===== config.mk =====
export PLATFORM = sky130hd
export DESIGN_NAME = json_property_locator
export DESIGN_NICKNAME = d
export VERILOG_FILES = /design/src/jpl_pkg.sv /design/src/jpl_cfg_regs.sv /design/src/jpl_name_match.sv /design/src/jpl_value_scan.sv /design/src/json_property_locator.sv
export SDC_FILE = /design/constraint.sdc
export NUM_CORES = 2
export LEC_CHECK = 0
export ABC_CLOCK_PERIOD_IN_PS = 17200
export BUFFER_PORTS_ARGS = -buffer_cell sky130_fd_sc_hd__buf_4
export CAP_MARGIN = 20
export CORE_MARGIN = 5
export CORE_UTILIZATION = 25
export CTS_CLUSTER_SIZE = 28
export DETAILED_ROUTE_END_ITERATION = 12
export PLACE_DENSITY = 0.45
export SLEW_MARGIN = 20
export SYNTH_ARGS = -nofsm -noshare
export SYNTH_HDL_FRONTEND = slang
export SYNTH_HIERARCHICAL = 1
export SYNTH_SLANG_ARGS = --single-unit
export TNS_END_PERCENT = 30

===== constraint.sdc =====
create_clock -name clk -period 17.2 [get_ports clk]
set_clock_uncertainty 0.05 [all_clocks]
set_input_delay 0.86 -clock clk [delete_from_list [all_inputs] [get_ports clk]]
set_output_delay 0.86 -clock clk [all_outputs]
set_load 0.02 [all_outputs]

===== src/jpl_pkg.sv =====
// Shared types, byte codes and helpers for the JSON property locator.
`default_nettype none

package jpl_pkg;

  // Name storage is fixed by the four 64-bit name registers.
  localparam int NAME_BYTES = 32;

  // Configuration register indexes
  localparam logic [2:0] CFG_NAME_LENGTH  = 3'd0;
  localparam logic [2:0] CFG_NAME_BYTES_0 = 3'd1;
  localparam logic [2:0] CFG_NAME_BYTES_1 = 3'd2;
  localparam logic [2:0] CFG_NAME_BYTES_2 = 3'd3;
  localparam logic [2:0] CFG_NAME_BYTES_3 = 3'd4;

  // Value kinds
  localparam logic [2:0] K_NONE   = 3'd0;
  localparam logic [2:0] K_OBJECT = 3'd1;
  localparam logic [2:0] K_ARRAY  = 3'd2;
  localparam logic [2:0] K_TEXT   = 3'd3;
  localparam logic [2:0] K_BOOL   = 3'd4;
  localparam logic [2:0] K_NULL   = 3'd5;
  localparam logic [2:0] K_INT    = 3'd6;
  localparam logic [2:0] K_FLOAT  = 3'd7;

  // Document bytes of interest
  localparam logic [7:0] CH_LBRACE   = 8'h7B;
  localparam logic [7:0] CH_RBRACE   = 8'h7D;
  localparam logic [7:0] CH_LBRACKET = 8'h5B;
  localparam logic [7:0] CH_RBRACKET = 8'h5D;
  localparam logic [7:0] CH_QUOTE    = 8'h22;
  localparam logic [7:0] CH_T        = 8'h74;
  localparam logic [7:0] CH_F        = 8'h66;
  localparam logic [7:0] CH_N        = 8'h6E;
  localparam logic [7:0] CH_COMMA    = 8'h2C;
  localparam logic [7:0] CH_DOT      = 8'h2E;
  localparam logic [7:0] CH_COLON    = 8'h3A;
  localparam logic [7:0] CH_SPACE    = 8'h20;
  localparam logic [7:0] CH_TAB      = 8'h09;

  typedef struct packed {
    logic [7:0] doc_byte;
    logic       doc_end;
  } in_item_t;

  typedef struct packed {
    logic [2:0]  value_kind;
    logic [15:0] value_offset;
    logic [15:0] value_length;
  } out_item_t;

  // Name settings seen by the matcher and the scanner
  typedef struct packed {
    logic [5:0] eff_len;
    logic       ends_colon;
  } name_cfg_t;

  function automatic logic [15:0] sat16(input logic [17:0] v);
    sat16 = (v > 18'd65535) ? 16'hFFFF : v[15:0];
  endfunction

endpackage

`default_nettype wire


===== src/jpl_cfg_regs.sv =====
// Configuration registers: name length and the 32 name bytes.
`default_nettype none

module jpl_cfg_regs #(
  parameter int MAX_NAME_LEN = 32
) (
  input  wire logic                   clk,
  input  wire logic                   rst,
  input  wire logic                   wr_en,
  input  wire logic [2:0]             wr_index,
  input  wire logic [63:0]            wr_data,
  output jpl_pkg::name_cfg_t          name_cfg,
  output logic [31:0][7:0]            name_vec
);
  import jpl_pkg::*;

  logic [5:0]       name_length;
  logic [3:0][63:0] name_words;
  logic [5:0]       last_idx;

  always_ff @(posedge clk) begin
    if (rst) begin
      name_length <= '0;
      name_words  <= '0;
    end else if (wr_en) begin
      case (wr_index)
        CFG_NAME_LENGTH:  name_length   <= wr_data[5:0];
        CFG_NAME_BYTES_0: name_words[0] <= wr_data;
        CFG_NAME_BYTES_1: name_words[1] <= wr_data;
        CFG_NAME_BYTES_2: name_words[2] <= wr_data;
        CFG_NAME_BYTES_3: name_words[3] <= wr_data;
        default: ;
      endcase
    end
  end

  assign name_vec = name_words;

  always_comb begin
    name_cfg.eff_len = (name_length > 6'(MAX_NAME_LEN)) ? 6'(MAX_NAME_LEN) : name_length;
    last_idx = name_cfg.eff_len - 6'd1;
    // bytes past the stored 32 read as zero
    name_cfg.ends_colon = (name_cfg.eff_len != 6'd0) && (last_idx < 6'(NAME_BYTES)) &&
                          (name_vec[last_idx[4:0]] == CH_COLON);
  end

endmodule

`default_nettype wire


===== src/jpl_name_match.sv =====
// Byte window of the last name-plus-quotes bytes and its parallel compare.
`default_nettype none

module jpl_name_match #(
  parameter int MAX_NAME_LEN = 32
) (
  input  wire logic               clk,
  input  wire logic               rst,
  input  wire logic               shift_en,
  input  wire logic               clear,
  input  wire logic [7:0]         new_byte,
  input  wire jpl_pkg::name_cfg_t name_cfg,
  input  wire logic [31:0][7:0]   name_vec,
  output logic                    hit
);
  import jpl_pkg::*;

  localparam int WIN_LEN = MAX_NAME_LEN + 2;

  // win[0] is the newest byte
  logic [WIN_LEN-1:0][7:0] win;
  logic [WIN_LEN-1:0][7:0] win_next;

  assign win_next = {win[WIN_LEN-2:0], new_byte};

  always_ff @(posedge clk) begin
    if (rst || clear) begin
      win <= '0;
    end else if (shift_en) begin
      win <= win_next;
    end
  end

  // Position j back from the newest byte: 0 and len+1 are quotes,
  // 1..len hold the name in reverse, the rest are ignored.
  always_comb begin
    logic       ok;
    logic [5:0] idx;
    logic [7:0] want;
    ok = (win_next[0] == CH_QUOTE);
    for (int j = 1; j < WIN_LEN; j++) begin
      idx  = 6'(int'(name_cfg.eff_len) - j);
      want = (idx < 6'(NAME_BYTES)) ? name_vec[idx[4:0]] : 8'h00;
      if (j <= int'(name_cfg.eff_len)) begin
        if (win_next[j] != want) ok = 1'b0;
      end else if (j == int'(name_cfg.eff_len) + 1) begin
        if (win_next[j] != CH_QUOTE) ok = 1'b0;
      end
    end
    hit = ok;
  end

endmodule

`default_nettype wire


===== src/jpl_value_scan.sv =====
// Phase tracking, value classification and result forming for one byte.
`default_nettype none

module jpl_value_scan (
  input  wire logic               clk,
  input  wire logic               rst,
  input  wire logic               step,
  input  wire jpl_pkg::in_item_t  item,
  input  wire logic               hit,
  input  wire jpl_pkg::name_cfg_t name_cfg,
  output logic                    searching,
  output logic                    res_valid,
  output jpl_pkg::out_item_t      res
);
  import jpl_pkg::*;

  localparam logic [2:0] PH_SEARCH = 3'd0;
  localparam logic [2:0] PH_COLON  = 3'd1;
  localparam logic [2:0] PH_SKIPWS = 3'd2;
  localparam logic [2:0] PH_BLOCK  = 3'd3;
  localparam logic [2:0] PH_TEXT   = 3'd4;
  localparam logic [2:0] PH_NUMBER = 3'd5;

  logic [2:0]  phase, phase_next;
  logic [15:0] byte_position, byte_position_next;
  logic [15:0] value_start, value_start_next;
  logic [7:0]  nesting_count, nesting_count_next;
  logic [2:0]  kind_so_far, kind_so_far_next;
  logic        answer_given, answer_given_next;

  logic [7:0]  b;
  logic        last;
  logic        begin_now;
  logic [15:0] cur_inc;
  logic [17:0] span;
  logic [7:0]  open_ch, close_ch;

  assign b         = item.doc_byte;
  assign last      = item.doc_end;
  assign searching = (phase == PH_SEARCH) && !answer_given;
  assign cur_inc   = sat16({2'b00, byte_position} + 18'd1);
  // never wraps: value_start never passes the current position
  assign span      = {2'b00, byte_position} - {2'b00, value_start};
  assign open_ch   = (kind_so_far == K_OBJECT) ? CH_LBRACE : CH_LBRACKET;
  assign close_ch  = (kind_so_far == K_OBJECT) ? CH_RBRACE : CH_RBRACKET;

  always_comb begin
    phase_next         = phase;
    byte_position_next = byte_position;
    value_start_next   = value_start;
    nesting_count_next = nesting_count;
    kind_so_far_next   = kind_so_far;
    answer_given_next  = answer_given;
    res_valid          = 1'b0;
    res                = '0;
    begin_now          = 1'b0;

    if (!answer_given) begin
      case (phase)
        PH_SEARCH: begin
          if (hit) begin
            if (name_cfg.ends_colon) begin
              begin_now = 1'b1;
            end else begin
              phase_next = PH_COLON;
            end
          end
        end
        PH_COLON: begin
          if (b == CH_COLON) begin
            if (last) begin
              res_valid = 1'b1;
              res       = '{K_INT, cur_inc, 16'd0};
            end else begin
              phase_next = PH_SKIPWS;
            end
          end
        end
        PH_SKIPWS: begin
          begin_now = 1'b1;
        end
        PH_BLOCK: begin
          if (b == open_ch) nesting_count_next = nesting_count + 8'd1;
          if (b == close_ch) nesting_count_next = nesting_count - 8'd1;
          if (nesting_count_next == 8'd0) begin
            res_valid = 1'b1;
            res       = '{kind_so_far, value_start, sat16(span + 18'd1)};
          end else if (last) begin
            res_valid = 1'b1;
            res       = '{kind_so_far, value_start, sat16(span + 18'd2)};
          end
        end
        PH_TEXT: begin
          if (b == CH_QUOTE) begin
            res_valid = 1'b1;
            res       = '{K_TEXT, value_start, sat16(span)};
          end else if (last) begin
            res_valid = 1'b1;
            res       = '{K_TEXT, value_start, sat16(span + 18'd1)};
          end
        end
        PH_NUMBER: begin
          if (b == CH_DOT) kind_so_far_next = K_FLOAT;
          if (b == CH_COMMA || b == CH_RBRACE) begin
            res_valid = 1'b1;
            res       = '{kind_so_far_next, value_start, sat16(span)};
          end else if (last) begin
            res_valid = 1'b1;
            res       = '{kind_so_far_next, value_start, sat16(span + 18'd1)};
          end
        end
        default: begin
          phase_next = PH_SEARCH;
        end
      endcase
    end

    // first byte after the colon, or a later one while skipping blanks
    if (begin_now) begin
      phase_next = PH_SKIPWS;
      if (b != CH_SPACE && b != CH_TAB) begin
        value_start_next = byte_position;
        case (b)
          CH_LBRACE, CH_LBRACKET: begin
            kind_so_far_next   = (b == CH_LBRACE) ? K_OBJECT : K_ARRAY;
            nesting_count_next = 8'd1;
            phase_next         = PH_BLOCK;
            if (last) begin
              res_valid = 1'b1;
              res       = '{kind_so_far_next, byte_position, 16'd2};
            end
          end
          CH_QUOTE: begin
            kind_so_far_next = K_TEXT;
            value_start_next = cur_inc;
            phase_next       = PH_TEXT;
            if (last) begin
              res_valid = 1'b1;
              res       = '{K_TEXT, cur_inc, 16'd0};
            end
          end
          CH_T: begin
            res_valid = 1'b1;
            res       = '{K_BOOL, byte_position, 16'd4};
          end
          CH_F: begin
            res_valid = 1'b1;
            res       = '{K_BOOL, byte_position, 16'd5};
          end
          CH_N: begin
            res_valid = 1'b1;
            res       = '{K_NULL, byte_position, 16'd4};
          end
          default: begin
            kind_so_far_next = K_INT;
            if (b == CH_COMMA || b == CH_RBRACE) begin
              res_valid = 1'b1;
              res       = '{K_INT, byte_position, 16'd0};
            end else if (last) begin
              res_valid = 1'b1;
              res       = '{K_INT, byte_position, 16'd1};
            end else begin
              phase_next = PH_NUMBER;
            end
          end
        endcase
      end
    end

    if (res_valid) answer_given_next = 1'b1;

    if (last) begin
      if (!res_valid && !answer_given) begin
        res_valid = 1'b1;
        res       = '{K_NONE, 16'd0, 16'd0};
      end
      phase_next         = PH_SEARCH;
      byte_position_next = '0;
      value_start_next   = '0;
      nesting_count_next = '0;
      kind_so_far_next   = K_NONE;
      answer_given_next  = 1'b0;
    end else begin
      byte_position_next = cur_inc;
    end
  end

  always_ff @(posedge clk) begin
    if (rst) begin
      phase         <= PH_SEARCH;
      byte_position <= '0;
      value_start   <= '0;
      nesting_count <= '0;
      kind_so_far   <= K_NONE;
      answer_given  <= 1'b0;
    end else if (step) begin
      phase         <= phase_next;
      byte_position <= byte_position_next;
      value_start   <= value_start_next;
      nesting_count <= nesting_count_next;
      kind_so_far   <= kind_so_far_next;
      answer_given  <= answer_given_next;
    end
  end

  // no second result inside one document
  a_one_result: assert property (@(posedge clk) disable iff (rst)
    step && answer_given && !last |-> !res_valid)
    else $error("second result within a document");

  // every document closes with a result
  a_doc_closed: assert property (@(posedge clk) disable iff (rst)
    step && last |-> res_valid || answer_given)
    else $error("document ended without a result");

  // a result mid-document locks out the rest of it
  a_lock: assert property (@(posedge clk) disable iff (rst)
    step && res_valid && !last |=> answer_given && byte_position != 16'd0 ||
    byte_position == 16'hFFFF)
    else $error("answer flag not set after result");

endmodule

`default_nettype wire


===== src/json_property_locator.sv =====
// Top level of the JSON property locator: input register, scan logic, result register.
//
//  channel | direction | handshake          | payload
//  --------+-----------+--------------------+-------------------------------------------
//  in      | to block  | in_valid / in_stall   | in_item: doc_byte, doc_end
//  out     | from block| out_valid / out_stall | out_item: value_kind, offset, length
//  cfg     | to block  | cfg_valid / cfg_ready | cfg_index (0..4), cfg_data (64 bits)
//
// One byte per clock unless a held result blocks the scan stage. A byte sits in
// the input register, where the window compare and the phase logic act on it;
// its result, if any, lands in the result register, which drives out_valid.
// Synchronous reset clears the name registers, the window and all scan state.
// A waiting result that is stalled blocks the scan stage, which then stalls
// the input; otherwise a new byte is taken every cycle.
`default_nettype none

module json_property_locator #(
  parameter int MAX_NAME_LEN = 32
) (
  input  wire logic                clk,
  input  wire logic                rst,
  input  wire logic                in_valid,
  output logic                     in_stall,
  input  wire jpl_pkg::in_item_t   in_item,
  output logic                     out_valid,
  input  wire logic                out_stall,
  output jpl_pkg::out_item_t       out_item,
  input  wire logic                cfg_valid,
  output logic                     cfg_ready,
  input  wire logic [2:0]          cfg_index,
  input  wire logic [63:0]         cfg_data
);
  import jpl_pkg::*;

  // input register
  logic       in_full;
  in_item_t   in_q;

  // scan stage handshake
  logic       out_block;
  logic       fire;

  name_cfg_t        name_cfg;
  logic [31:0][7:0] name_vec;
  logic             hit;
  logic             searching;
  logic             res_valid;
  out_item_t        res;

  assign cfg_ready = 1'b1;

  // the scan stage advances unless a finished result is still held
  assign out_block = out_valid && out_stall;
  assign fire      = in_full && !out_block;
  assign in_stall  = in_full && out_block;

  always_ff @(posedge clk) begin
    if (rst) begin
      in_full <= 1'b0;
    end else if (!in_stall) begin
      in_full <= in_valid;
    end
  end

  always_ff @(posedge clk) begin
    if (in_valid && !in_stall) begin
      in_q <= in_item;
    end
  end

  jpl_cfg_regs #(
    .MAX_NAME_LEN(MAX_NAME_LEN)
  ) u_cfg (
    .clk      (clk),
    .rst      (rst),
    .wr_en    (cfg_valid && cfg_ready),
    .wr_index (cfg_index),
    .wr_data  (cfg_data),
    .name_cfg (name_cfg),
    .name_vec (name_vec)
  );

  // window only moves while searching; the final byte clears it
  jpl_name_match #(
    .MAX_NAME_LEN(MAX_NAME_LEN)
  ) u_match (
    .clk      (clk),
    .rst      (rst),
    .shift_en (fire && searching),
    .clear    (fire && in_q.doc_end),
    .new_byte (in_q.doc_byte),
    .name_cfg (name_cfg),
    .name_vec (name_vec),
    .hit      (hit)
  );

  jpl_value_scan u_scan (
    .clk       (clk),
    .rst       (rst),
    .step      (fire),
    .item      (in_q),
    .hit       (hit),
    .name_cfg  (name_cfg),
    .searching (searching),
    .res_valid (res_valid),
    .res       (res)
  );

  // result register
  always_ff @(posedge clk) begin
    if (rst) begin
      out_valid <= 1'b0;
    end else if (fire && res_valid) begin
      out_valid <= 1'b1;
    end else if (out_valid && !out_stall) begin
      out_valid <= 1'b0;
    end
  end

  always_ff @(posedge clk) begin
    if (fire && res_valid) begin
      out_item <= res;
    end
  end

  // input only backs up behind a held result
  a_stall_cause: assert property (@(posedge clk) disable iff (rst)
    in_stall |-> out_valid && out_stall)
    else $error("input stalled without a held result");

  // a taken result with nothing new behind it empties the register
  a_out_drain: assert property (@(posedge clk) disable iff (rst)
    out_valid && !out_stall && !(fire && res_valid) |=> !out_valid)
    else $error("result register did not drain");

  // a held result stays put until it is taken
  a_out_hold: assert property (@(posedge clk) disable iff (rst)
    out_valid && out_stall |=> out_valid && $stable(out_item))
    else $error("held result changed before it was taken");

endmodule

`default_nettype wire


==> summary.md <==
| Metric | Value |
|---|---|
| Status | `complete, no violations` |
| Total GRT Usage | `0.291` |
| Mapped cell area | `0.0612 sq mm` |
| Remaining DRCs | `0` |
| Routability cong. | `1.07` |
| Postcts setup bufs | `0` |
| Vias | `64600` |
| RR Endpoint | `out_item[19]` |
| Aggregate routed wire length | `391000 microns` |
| Sequential power share | `0.363` |
| Initial antenna violation count | `45` |
| NetSw | `0.00135 W` |
| Post-synth EDFFs | `44` |
| First-pass GRT wire length | `520000 microns` |
| Layout cells sized above 1 | `0.207` |
| Die Y | `505 microns` |
| Setup TNS Final | `0 ns` |
| Post-Layout Inst Area | `0.0692 sq mm` |
| Lkg Pwr | `23.7 nW` |
| Count leader, synth | `nand2_1` |
| # IOs | `119` |
| CP startpoint kind | `flip-flop` |
| Root Driver | `clkbuf_16` |
| Inst Count DP | `10100` |
| Net count after synthesis | `7143` |
| Post-synth ARST share | `0` |
| RR Startpoint | `u_cfg/name_length[5]` |
| Final Non-Filler Cells | `10300` |
| DRT antenna net count | `0` |
| R2R Setup Slk | `4.93 ns` |
| Max-cap violations | `0` |
| Fin crit period | `12.27 ns` |
| Post-synthesis average cell area | `8.73 sq um` |
| Die width | `505 microns` |
| Cts bufs inserted | `81` |
| FMAX | `81.5 MHz` |
| Worst-Skew Late Latency | `0.77 ns` |
| Vias in the first global route | `58300` |
| Top post-synthesis cells by area | `dfxtp_1 (19%), mux4_2 (14%), mux2i_1 (12%)` |
| Detail Placement HPWL | `297000 microns` |
| Clk buf depth | `3` |
| Setup slack after layout | `4.93 ns` |
| Crit end category | `flip-flop` |
| Most used DFF post-synth | `dfxtp_1` |
| RSZ-0062 raised after global routing | `false` |
| Final period util | `0.714` |
| Area post-placement | `0.0661 sq mm` |
| CTS tree | `done` |
| Sequential share of the synthesized area | `0.210` |
| Detailed-route wire length per cell | `38.0 microns` |
| Yosys warnings | `6` |
| Area leader, netlist | `dfxtp_1` |
| Worst Tran Pin Value | `1.18 ns` |
| Setup CP Type | `flip-flop to flip-flop` |
| Clk pwr share | `0.457` |
| CP max FO | `57` |
| Hold depth | `1` |
| Largest net degree at the start of global routing | `137` |
| Worst Hold End | `in_q[7]` |
| Maximum VDD drop | `0.0727 mV` |
| FF+latch count, synth | `619` |
| H-tree lvl count | `3` |
| Final setup vio count | `0` |
| Port bufs | `117` |
| Power, Total | `0.00416 W` |
| DRT iter0 DRCs | `10300` |
| Syn-to-layout area delta | `13.1%` |
| Worst Hold Class | `input port to flip-flop` |
| Gr ovfl total | `0` |
| CTS clk-pin slew, worst paths | `0.06 ns` |
| Post-CTS Resized | `0` |
| Logic pwr share | `0.180` |
| Final Hold Fails | `0` |
| Post-synth cell types | `136` |
| Yosys top cell area share | `0.188` |
| # nets final | `7131` |
| Synth top cells by count | `nand2_1 (892), mux2i_1 (746), nor2_1 (621)` |
| Starting Density | `0.251` |
| Hold buffer count at cts | `0` |
| Internal | `0.00281 W` |
| Cells after Synth | `7009` |
| Clk sinks | `619` |
| Via density | `6.27` |
| Net Sw Frac | `0.324` |
| Drt pass-1 iters | `8` |
| Worst Path Arrival | `12.69 ns` |
| Hold wc startpoint | `in_item[7]` |
| R2R depth | `26` |
| Pre-CTS worst setup slack | `5.47 ns` |
| Slew Viols, Final | `0` |
| Core ar. | `0.243 sq mm` |
| Slew margin rel. | `0.191` |
| FP Rows | `181` |
| WP data required | `17.62 ns` |
| Die area | `0.255 sq mm` |
| Power Dens Cells | `60.1 mW/mm^2` |
[registers in the layout, indices dropped and copies added (netlist names), 6 cells and up]
name                  count
u_cfg/name_vec          256
u_scan/byte_position     16
u_match/win             264
u_cfg/name_length         6
out_item                 35
u_scan/value_start       16
in_q                      9
u_scan/nesting_count      8
[power groups by stage]
stage	Combinational [W]	Sequential [W]	Clock [W]
final	0.000748	0.00151	0.00190
after global routing	0.000759	0.00151	0.00199
after CTS	0.000715	0.00150	0.00194
after detailed placement	0.000714	0.00154	0
after global placement	0.000709	0.00154	0
after floorplan	0.000412	0.00152	0
[placed cells by master (no fill, tap or decap), drive strengths merged, types with 25 or more instances in the layout]
| cell | synthesis | layout |
|---|---|---|
| nand2 | 894 | 894 |
| mux2i | 747 | 747 |
| nor2 | 629 | 629 |
| dfxtp | 575 | 575 |
| a21oi | 474 | 474 |
| buf | 287 | 440 |
| mux4 | 383 | 383 |
| mux2 | 340 | 340 |
| nor3 | 231 | 231 |
| o21ai | 178 | 178 |
| xnor2 | 160 | 160 |
| nand3 | 139 | 139 |
| a22oi | 106 | 106 |
| inv | 96 | 105 |
| clkbuf | 248 | 104 |
| o22ai | 99 | 99 |
| xor2 | 90 | 90 |
| nor4 | 84 | 84 |
| nand4 | 82 | 82 |
| a31oi | 72 | 72 |
| and3 | 61 | 61 |
| nor4b | 56 | 56 |
| a22o | 52 | 52 |
| ha | 52 | 52 |
| nor3b | 50 | 50 |
| a32oi | 47 | 47 |
| nor2b | 47 | 47 |
| edfxtp | 44 | 44 |
| nand2b | 44 | 44 |
| a221oi | 44 | 44 |
| a211oi | 41 | 41 |
| nand3b | 38 | 38 |
| and2 | 38 | 38 |
| diode | 0 | 30 |
| nor4bb | 30 | 30 |
| o211ai | 29 | 29 |
| o32ai | 27 | 27 |
| a21o | 25 | 25 |
[final cells by class]
cell class / count / area (sq um)
well taps: 3202 / 4010
clock inverters: 42 / 639
fillers: 25800 / 174000
multi-input cells: 5757 / 45500
clock buffers: 104 / 2280
repair buffers: 440 / 3430
inverters: 98 / 390
flip-flops and latches: 619 / 12800
diodes: 30 / 75.1
[cell families after synthesis]
family | share of synthesized area
simple gates | 0.205
mux | 0.327
compound gates | 0.157
buf+inv | 0.0528
flops | 0.210
xor+xnor | 0.0371
fa+ha+maj | 0.0110
other cells | 0.0000613
[how the worst max path moves through the flow]
stage          cells after the start  slack (ns)                  from      endpoint
2_1_floorplan                     34        8.03  u_cfg/name_length[5]   out_item[0]
4_1_cts                           26        5.41  u_cfg/name_length[5]  out_item[22]
5_1_grt                           26        4.59  u_cfg/name_length[5]  out_item[19]
3_3_place_gp                      25        5.11  u_cfg/name_length[5]   out_item[7]
3_5_place_dp                      26        5.47  u_cfg/name_length[5]   out_item[7]
6_report                          26        4.93  u_cfg/name_length[5]  out_item[19]
[metrics by stage]
step,hold slack (ns),utilization
6_report,0.215,0.284
5_1_grt,0.184,0.284
4_1_cts,0.161,0.284
3_5_place_dp,0.398,0.272
3_3_place_gp,0.394,0.271
2_1_floorplan,0.388,-
[metal layers]
metal | track usage | vias to the layer above | routed length (microns)
li1 | - | 26600 | -
met1 | 0.375 | 32200 | 156000
met2 | 0.416 | 4574 | 159000
met3 | 0.103 | 1110 | 47900
met4 | 0.172 | 22 | 28500
met5 | 0 | - | 200
[worst max-delay path: stages, from the launching register on]
cell and delay, ns:
dfxtp_4 0.53, nand2b_1 0.25, buf_4 0.24, inv_8 0.47, inv_8 0.24, ha_4 0.68, buf_4 0.68, inv_2 0.49
nor2_4 0.83, a32oi_1 0.12, o21a_1 0.23, a22o_1 0.25, or3_1 0.43, a2111oi_0 0.95, a41oi_1 0.45, a2111oi_1 0.47
nand4_1 0.35, nor4_2 0.47, a21oi_1 0.12, nor4_1 0.59, o31a_1 0.89, o21ai_0 0.58, o21ai_1 0.25, nand2b_1 0.15
nand2_1 0.10, a21oi_4 0.58, buf_16 0.24
No activity file was read; power rests on OpenSTA's default activity.
